==> src/hw/rtl/ste_pkg.sv <==
// ----------------------------------------------------------------------------
// ste_pkg
// types, action codes and controller commands for the sorted table engine
// ----------------------------------------------------------------------------
package ste_pkg;

    localparam logic [2:0] ACT_INSERT  = 3'd0;
    localparam logic [2:0] ACT_PREPEND = 3'd1;
    localparam logic [2:0] ACT_APPEND  = 3'd2;
    localparam logic [2:0] ACT_REMOVE  = 3'd3;
    localparam logic [2:0] ACT_READ    = 3'd4;

    typedef enum logic [1:0] {
        ST_DONE  = 2'd0,
        ST_FULL  = 2'd1,
        ST_RANGE = 2'd2
    } t_status;

    typedef enum logic [3:0] {
        S_IDLE,
        S_DISPATCH,
        S_SRCH,
        S_SRCH_CHK,
        S_SHIFT,
        S_SHIFT_WR,
        S_RM,
        S_RM_WR,
        S_RD_WAIT,
        S_CHK,
        S_CHK_CMP,
        S_DONE
    } t_state;

    typedef enum logic [2:0] {
        PTR_HOLD,
        PTR_ZERO,
        PTR_COUNT,
        PTR_INDEX_INC,
        PTR_INC,
        PTR_DEC
    } t_ptr_op;

    typedef enum logic [1:0] {
        POS_HOLD,
        POS_ZERO,
        POS_COUNT,
        POS_PTR
    } t_pos_op;

    typedef enum logic [1:0] {
        RA_PTR,
        RA_PTR_M1,
        RA_INDEX
    } t_rd_sel;

    typedef enum logic [1:0] {
        WA_PTR,
        WA_PTR_M1,
        WA_POS
    } t_wr_sel;

    typedef struct packed {
        logic    load;
        t_ptr_op ptr_op;
        t_pos_op pos_op;
        logic    rd_en;
        t_rd_sel rd_sel;
        logic    wr_en;
        t_wr_sel wr_sel;
        logic    cnt_inc;
        logic    cnt_dec;
        logic    ok_init;
        logic    ok_upd;
        logic    rdv_load;
        logic    st_wr;
        t_status st_val;
        logic    out_load;
    } t_cmd;

    typedef struct packed {
        logic [2:0] act;
        logic       full;
        logic       range;
        logic       ptr_eq_cnt;
        logic       ptr_eq_pos;
        logic       gt;
        logic       out_free;
    } t_stat;

endpackage

==> src/hw/rtl/ste_ctrl.sv <==
// ----------------------------------------------------------------------------
// ste_ctrl
// sequencer for search, shift, remove, read and order scan
// ----------------------------------------------------------------------------
module ste_ctrl
    import ste_pkg::*;
(
    input  logic  i_clk,
    input  logic  i_rst_n,
    input  logic  i_in_valid,
    output logic  o_in_ready,
    input  t_stat i_stat,
    output t_cmd  o_cmd
);

    t_state r_state, n_state;

    always_ff @(posedge i_clk) begin
        if (!i_rst_n) begin
            r_state <= S_IDLE;
        end else begin
            r_state <= n_state;
        end
    end

    always_comb begin
        n_state        = r_state;
        o_in_ready     = 1'b0;
        o_cmd          = '0;
        o_cmd.ptr_op   = PTR_HOLD;
        o_cmd.pos_op   = POS_HOLD;
        o_cmd.rd_sel   = RA_PTR;
        o_cmd.wr_sel   = WA_POS;
        o_cmd.st_val   = ST_DONE;

        unique case (r_state)
            S_IDLE: begin
                o_in_ready = 1'b1;
                if (i_in_valid) begin
                    o_cmd.load = 1'b1;
                    n_state    = S_DISPATCH;
                end
            end
            S_DISPATCH: begin
                case (i_stat.act) inside
                    ACT_INSERT, ACT_PREPEND, ACT_APPEND: begin
                        if (i_stat.full) begin
                            o_cmd.st_wr  = 1'b1;
                            o_cmd.st_val = ST_FULL;
                            n_state      = S_DONE;
                        end else if (i_stat.act == ACT_INSERT) begin
                            o_cmd.ptr_op = PTR_ZERO;
                            n_state      = S_SRCH;
                        end else begin
                            o_cmd.ptr_op = PTR_COUNT;
                            o_cmd.pos_op = (i_stat.act == ACT_PREPEND) ? POS_ZERO : POS_COUNT;
                            n_state      = S_SHIFT;
                        end
                    end
                    ACT_REMOVE, ACT_READ: begin
                        if (i_stat.range) begin
                            o_cmd.st_wr  = 1'b1;
                            o_cmd.st_val = ST_RANGE;
                            n_state      = S_DONE;
                        end else if (i_stat.act == ACT_READ) begin
                            o_cmd.rd_en  = 1'b1;
                            o_cmd.rd_sel = RA_INDEX;
                            n_state      = S_RD_WAIT;
                        end else begin
                            o_cmd.ptr_op = PTR_INDEX_INC;
                            n_state      = S_RM;
                        end
                    end
                    default: begin
                        n_state = S_DONE;
                    end
                endcase
            end
            S_SRCH: begin
                if (i_stat.ptr_eq_cnt) begin
                    o_cmd.pos_op = POS_PTR;
                    o_cmd.ptr_op = PTR_COUNT;
                    n_state      = S_SHIFT;
                end else begin
                    o_cmd.rd_en  = 1'b1;
                    o_cmd.rd_sel = RA_PTR;
                    n_state      = S_SRCH_CHK;
                end
            end
            S_SRCH_CHK: begin
                if (i_stat.gt) begin
                    o_cmd.ptr_op = PTR_INC;
                    n_state      = S_SRCH;
                end else begin
                    o_cmd.pos_op = POS_PTR;
                    o_cmd.ptr_op = PTR_COUNT;
                    n_state      = S_SHIFT;
                end
            end
            S_SHIFT: begin
                if (i_stat.ptr_eq_pos) begin
                    o_cmd.wr_en   = 1'b1;
                    o_cmd.wr_sel  = WA_POS;
                    o_cmd.cnt_inc = 1'b1;
                    o_cmd.ptr_op  = PTR_ZERO;
                    o_cmd.ok_init = 1'b1;
                    n_state       = S_CHK;
                end else begin
                    o_cmd.rd_en  = 1'b1;
                    o_cmd.rd_sel = RA_PTR_M1;
                    n_state      = S_SHIFT_WR;
                end
            end
            S_SHIFT_WR: begin
                o_cmd.wr_en  = 1'b1;
                o_cmd.wr_sel = WA_PTR;
                o_cmd.ptr_op = PTR_DEC;
                n_state      = S_SHIFT;
            end
            S_RM: begin
                if (i_stat.ptr_eq_cnt) begin
                    o_cmd.cnt_dec = 1'b1;
                    o_cmd.ptr_op  = PTR_ZERO;
                    o_cmd.ok_init = 1'b1;
                    n_state       = S_CHK;
                end else begin
                    o_cmd.rd_en  = 1'b1;
                    o_cmd.rd_sel = RA_PTR;
                    n_state      = S_RM_WR;
                end
            end
            S_RM_WR: begin
                o_cmd.wr_en  = 1'b1;
                o_cmd.wr_sel = WA_PTR_M1;
                o_cmd.ptr_op = PTR_INC;
                n_state      = S_RM;
            end
            S_RD_WAIT: begin
                o_cmd.rdv_load = 1'b1;
                n_state        = S_DONE;
            end
            S_CHK: begin
                if (i_stat.ptr_eq_cnt) begin
                    n_state = S_DONE;
                end else begin
                    o_cmd.rd_en  = 1'b1;
                    o_cmd.rd_sel = RA_PTR;
                    n_state      = S_CHK_CMP;
                end
            end
            S_CHK_CMP: begin
                o_cmd.ok_upd = 1'b1;
                o_cmd.ptr_op = PTR_INC;
                n_state      = S_CHK;
            end
            S_DONE: begin
                if (i_stat.out_free) begin
                    o_cmd.out_load = 1'b1;
                    n_state        = S_IDLE;
                end
            end
            default: begin
                n_state = S_IDLE;
            end
        endcase
    end

endmodule

==> config.mk <==
export PLATFORM = sky130hd
export DESIGN_NAME = ste_ctrl
export DESIGN_NICKNAME = d
export VERILOG_FILES = /design/src/hw/rtl/ste_pkg.sv /design/src/hw/rtl/ste_ctrl.sv
export SDC_FILE = /design/constraint.sdc
export NUM_CORES = 1
export LEC_CHECK = 0
export BUFFER_PORTS_ARGS = -buffer_cell sky130_fd_sc_hd__buf_2
export CAP_MARGIN = 20
export CORE_MARGIN = 5
export CORE_UTILIZATION = 45
export DETAILED_ROUTE_END_ITERATION = 16
export PLACE_DENSITY = 0.78
export SYNTH_ARGS = -nofsm -noshare
export SYNTH_HDL_FRONTEND = slang
export SYNTH_SLANG_ARGS = --single-unit
export TNS_END_PERCENT = 30
==> constraint.sdc <==
create_clock -name i_clk -period 1.45 [get_ports i_clk]
set_input_delay 0.145 -clock i_clk [delete_from_list [all_inputs] [get_ports i_clk]]
set_output_delay 0.145 -clock i_clk [all_outputs]
set_load 0.05 [all_outputs]
==> flow_metrics.env, run 1 <==
export IMPL_drc=0
export IMPL_post_route_min_period_ns=1.80
export IMPL_ant_nets=0
export IMPL_core_area_um2=1490
export IMPL_place_gp_congestion=0.801
export IMPL_grt_use_total_pct=26.5
export IMPL_cp_end_kind="output port"
export IMPL_synth_edf_count=0
export IMPL_fin_skew_ns=0.00374
export IMPL_synth_area_per_cell_um2=6.70
export IMPL_cts_buffers=3
export IMPL_final_layout_size_suffix_gt1_share_pct=61.2
export IMPL_rsz0062_at_grt="true"
export IMPL_arrival_ns=1.66
export IMPL_ys_async_sr_fraction_pct=0
export IMPL_critPathMaxFanout=5
export IMPL_synth_ff_latch_count=4
export IMPL_grt_pass1_vias=1026
export IMPL_cts_root_buffer="clkbuf_4"
export IMPL_yosysWarningCount=0
export IMPL_start_util_pct=47.2
export IMPL_fin_crit_sh_pct=124
export IMPL_dp_hpwl_um=1990
export IMPL_area_delta_synth_final_pct=89.9
export IMPL_synth_area_leaders="dfxtp_1 11%, nor2_1 6.9%, and3_1 6.2%"
export IMPL_drt_wl_total_um=4060
export IMPL_startpoint_type="flop"
export IMPL_grt_start_max_net_pins=17
export IMPL_fin_ws_ns=-0.352
export IMPL_largest_reg_flops=4
export IMPL_cts_htree_levels=1
export IMPL_fmax_mhz=555
export IMPL_port_buffers=33
export IMPL_clk_path_buf_depth=2
export IMPL_grt_pass1_wl_um=4960
export IMPL_vias_per_cell=6.76
export IMPL_setup_violations=24
export IMPL_io_pin_count=34
export IMPL_leakage_nw=0.600
export IMPL_synth_cell_types=45
export IMPL_first_iter_violations=92
export IMPL_finalHoldViolCount=0
export IMPL_powerDensity_nw_per_um2=1970
export IMPL_post_cts_buffers=0
export IMPL_yosys_area_top_type_share_pct=11.4
export IMPL_fp_dieH_um=49.5
export IMPL_status="finished, violations left"
export IMPL_ir_drop_v=0.00135
export IMPL_slowest_delay_ns=0.42
export IMPL_num_antenna_cells=0
export IMPL_hold_buffers=0
export IMPL_via_count=1135
export IMPL_mappedNetlistArea_um2=703
export IMPL_overflow=0
export IMPL_layout_commonest_cell="buf_4"
export IMPL_top_register="r_state"
export IMPL_clock_sinks=4
export IMPL_tightestPinTransition_ns=0.470
export IMPL_failed_checks="setup timing"
export IMPL_ys_seq_area_share_pct=11.4
export IMPL_critPathKind="reg -> out"
export IMPL_drv_cap=0
export IMPL_row_count=14
export IMPL_stdcell_count=168
export IMPL_clk_pin_slew_ns=0.05
export IMPL_cp_data_required_time_ns=1.31
export IMPL_nets=166
export IMPL_cts_tree="done"
export IMPL_max_slew_margin_pct=68.3
export IMPL_layout_common_cells="20 x buf_4, 18 x buf_6, 11 x buf_2"
export IMPL_tns_ns=-3.92
export IMPL_reg_largest_list="r_state x4"
export IMPL_yosysTopAreaCell="dfxtp_1"
export IMPL_syn_num_nets=117
export IMPL_dp_cells=165
export IMPL_die_x_um=49.5
export IMPL_path_buf_inv=1
export IMPL_slowest_stage="nor4b_4"
export IMPL_dieArea_um2=2450
export IMPL_power_mw=2.63
export IMPL_min_path_type="in -> reg"
export IMPL_grt_antenna_before_repair=0
export IMPL_cp_top_family="simple AND/OR/NAND/NOR gates"
export IMPL_final_max_slew_violation_count=0
export IMPL_crit_chain="nor4b_4, and2_4, nor2_1, o31ai_4, buf_6"
export IMPL_clkLatencyLatePin_ns=0.27
export IMPL_netlist_instances=105
export IMPL_post_drt_wl_per_cell_um=24.2
export IMPL_ys_flop_type="dfxtp_1"
export IMPL_drt_pass1_iterations=4
-- layer usage --
metal  up-vias  global-route usage (%)  part of all wire [%]
li1        476                       -                     -
met1       536                    28.5                    35
met2        87                    46.0                    48
met3        36                    9.64                    11
met4         0                    10.9                   5.7
met5         -                       0                     0
-- layout make-up --
type                    instances  area (um2)
fillers                        62         154
well taps                      16        20.0
clock buffers                   3        22.5
repair buffers                 54         488
inverters                       6        22.5
multi-input cells              85         694
flip-flops and latches          4        87.6
-- where the power goes --
group | total, mW | internal [mW] | switching, mW
sequential | 0.242 | 0.167 | 0.0747
combinational | 2.21 | 0.847 | 1.36
clock | 0.178 | 0.0951 | 0.0830
total | 2.63 | 1.11 | 1.52
-- worst paths after layout --
kind	from	to	slack (ns)	cells past startpoint
hold reg to reg	r_state[2]	r_state[0]	0.77	3
setup / recovery	r_state[1]	o_cmd[14]	-0.35	5
setup reg to reg	r_state[2]	r_state[0]	-0.09	5
hold / removal	i_rst_n	r_state[2]	0.21	3
-- cells by family (layout without fill, tap and decap cells) --
group	Yosys count	after routing	share of synthesized area, %
simple gates	50	50	40.2
compound gates	32	32	33.5
buf+inv	16	63	10.7
flops	4	4	11.4
mux	2	2	3.02
xor+xnor	1	1	1.25
-- tightest hold or removal path, stage by stage --
cell and delay, ns:
buf_2 0.11, inv_1 0.13, a31oi_2 0.05
-- Yosys cell counts, types with 2 or more instances --
library cell and count:
dfxtp_1 4, nand3b_1 2, a211oi_1 2, nor2_1 13, nand2b_1 4, o21ai_0 8
buf_2 6, nor2b_1 2, o31ai_1 2, inv_1 4, and3_1 7, a21oi_1 4
o22ai_1 2, nand2_1 10, and2_1 3, inv_2 2, clkbuf_1 2
-- what timing repair did --
action | CTS | global route
resized for setup | 48 | 25
setup endpoints to repair | 21 | 24
endpoints found under the hold margin | 0 | 0
pin swaps | 2 | 1
-- through the flow --
| step | setup WS, ns | area [um2] | hold slack [ns] | util (%) |
|---|---|---|---|---|
| 3_5_place_dp | -0.0984 | 1090 | 0.437 | 73.1 |
| 6_report | -0.352 | 1340 | 0.207 | 89.7 |
| 5_1_grt | -0.413 | 1340 | 0.218 | 89.7 |
| 2_1_floorplan | -0.313 | 815 | 0.305 | - |
| 4_1_cts | -0.279 | 1260 | 0.190 | 84.7 |
| 3_3_place_gp | -0.0515 | 1090 | 0.467 | 73.1 |
Note: power is estimated with default switching activity, not from simulation.
==> run 2: changes to the inputs <==
- SKIP_LAST_GASP: default -> 1
==> flow_metrics.env, run 2 (same netlist as run 1, synthesis figures left out) <==
export IMPL_clock_sinks=4
export IMPL_fill_cells=90
export IMPL_tns_ns=-3.89
export IMPL_post_drt_wl_per_cell_um=16.2
export IMPL_first_iter_violations=24
export IMPL_vias_per_cell=6.01
export IMPL_cts_tree="done"
export IMPL_worst_hold_path_endpoint="r_state[0]"
export IMPL_rsz0062_at_grt="true"
export IMPL_reg2regPathDepth=6
export IMPL_drc=0
export IMPL_clkLatencyLatePin_ns=0.26
export IMPL_drt_wl_total_um=2760
export IMPL_pre_cts_slack_ns=-0.0984
export IMPL_place_gp_congestion=0.801
export IMPL_cts_buffers=3
export IMPL_fin_ws_ns=-0.323
export IMPL_setup_violations=22
export IMPL_core_area_um2=1490
export IMPL_cts_htree_levels=1
export IMPL_setup_worst_path_start="r_state[1]"
export IMPL_grt_pass1_vias=974
export IMPL_grt_use_total_pct=21.3
export IMPL_top_register="r_state"
export IMPL_arrival_ns=1.63
export IMPL_failed_checks="setup timing"
export IMPL_grt_start_max_net_pins=17
export IMPL_min_path_type="in -> reg"
export IMPL_ant_nets=0
export IMPL_stdcell_count=171
export IMPL_dp_hpwl_um=1990
export IMPL_drv_cap=0
export IMPL_final_layout_size_suffix_gt1_share_pct=55.5
export IMPL_powerDensity_nw_per_um2=1900
export IMPL_dp_cells=165
export IMPL_tightestPinTransition_ns=0.306
export IMPL_io_pin_count=34
export IMPL_startpoint_type="flop"
export IMPL_critPathKind="reg -> out"
export IMPL_r2r_end="r_state[1]"
export IMPL_leakage_nw=0.587
export IMPL_final_max_slew_violation_count=0
export IMPL_nets=169
export IMPL_hold_ws_ns=0.204
export IMPL_start_util_pct=47.2
export IMPL_post_route_min_period_ns=1.77
export IMPL_multi_input_area_um2=653
export IMPL_cts_root_buffer="clkbuf_4"
export IMPL_r2r_slack_ns=-0.01
export IMPL_fp_dieH_um=49.5
export IMPL_largest_reg_flops=4
export IMPL_via_count=1027
export IMPL_layout_commonest_cell="buf_4"
export IMPL_port_buffers=33
export IMPL_clk_pin_slew_ns=0.04
export IMPL_power_mw=2.31
export IMPL_grt_pass1_wl_um=4200
export IMPL_reg_largest_list="r_state x4"
export IMPL_critPathMaxFanout=4
export IMPL_ir_drop_v=0.00126
export IMPL_dieArea_um2=2450
export IMPL_grt_antenna_before_repair=0
export IMPL_num_antenna_cells=0
export IMPL_regArea_um2=85.1
export IMPL_finalHoldViolCount=0
export IMPL_holdPathStages=3
export IMPL_drt_pass1_iterations=4
export IMPL_die_x_um=49.5
export IMPL_holdCritStartpoint="i_rst_n"
export IMPL_cp_end_kind="output port"
export IMPL_row_count=14
export IMPL_clk_path_buf_depth=2
export IMPL_overflow=0
export IMPL_max_slew_margin_pct=79.4
export IMPL_cp_data_required_time_ns=1.31
export IMPL_fin_skew_ns=0.000689
export IMPL_fin_crit_sh_pct=122
export IMPL_area_delta_synth_final_pct=72.8
export IMPL_rr_startpoint="r_state[2]"
export IMPL_layout_common_cells="24 x buf_4, 23 x buf_2, 12 x nor2_1"
export IMPL_fmax_mhz=564
export IMPL_status="finished, violations left"
[run 2: critical path: stages (launching register included)]
cell and delay, ns:
dfxtp_4 0.35, nor4b_4 0.33, nand2b_1 0.22, o41ai_4 0.26
buf_6 0.20
[run 2: cell type report]
cell class              instances  share of cell area, %
clock buffers                   3                   1.85
multi-input cells              85                   53.8
inverters                       6                   1.85
repair buffers                 57                   33.9
well taps                      16                   1.65
flip-flops and latches          4                   7.00
[run 2: worst max-delay path by stage]
| stage | end | slack, ns |
|---|---|---|
| after global placement | o_cmd[16] | -0.05 |
| after global routing | o_cmd[16] | -0.36 |
| after CTS | o_cmd[16] | -0.28 |
| final | o_cmd[16] | -0.32 |
| after floorplan | o_cmd[16] | -0.31 |
| after detailed placement | o_cmd[16] | -0.1 |
[run 2: layer usage]
metal  global-route usage (%)  wire (um)
met5                        0          0
met4                     5.24         55
met3                     6.63        203
met2                     37.1       1350
met1                     25.0       1160
[run 2: timing repair]
action	CTS	global route
buffers inserted	0	3
resized for setup	13	17
endpoints found under the setup margin	21	25
pin swaps	1	3
hold buffers	0	0
[run 2: metrics by stage]
step / utilization [%] / area (um2)
2_1_floorplan: - / 815
3_3_place_gp: 73.1 / 1090
3_5_place_dp: 73.1 / 1090
4_1_cts: 77.1 / 1150
5_1_grt: 81.6 / 1210
6_report: 81.6 / 1210
[run 2: power by group]
| group | internal, mW | switching (mW) |
|---|---|---|
| clock network | 0.0939 | 0.0648 |
| logic | 0.733 | 1.20 |
| registers | 0.165 | 0.0542 |
| total | 0.992 | 1.31 |
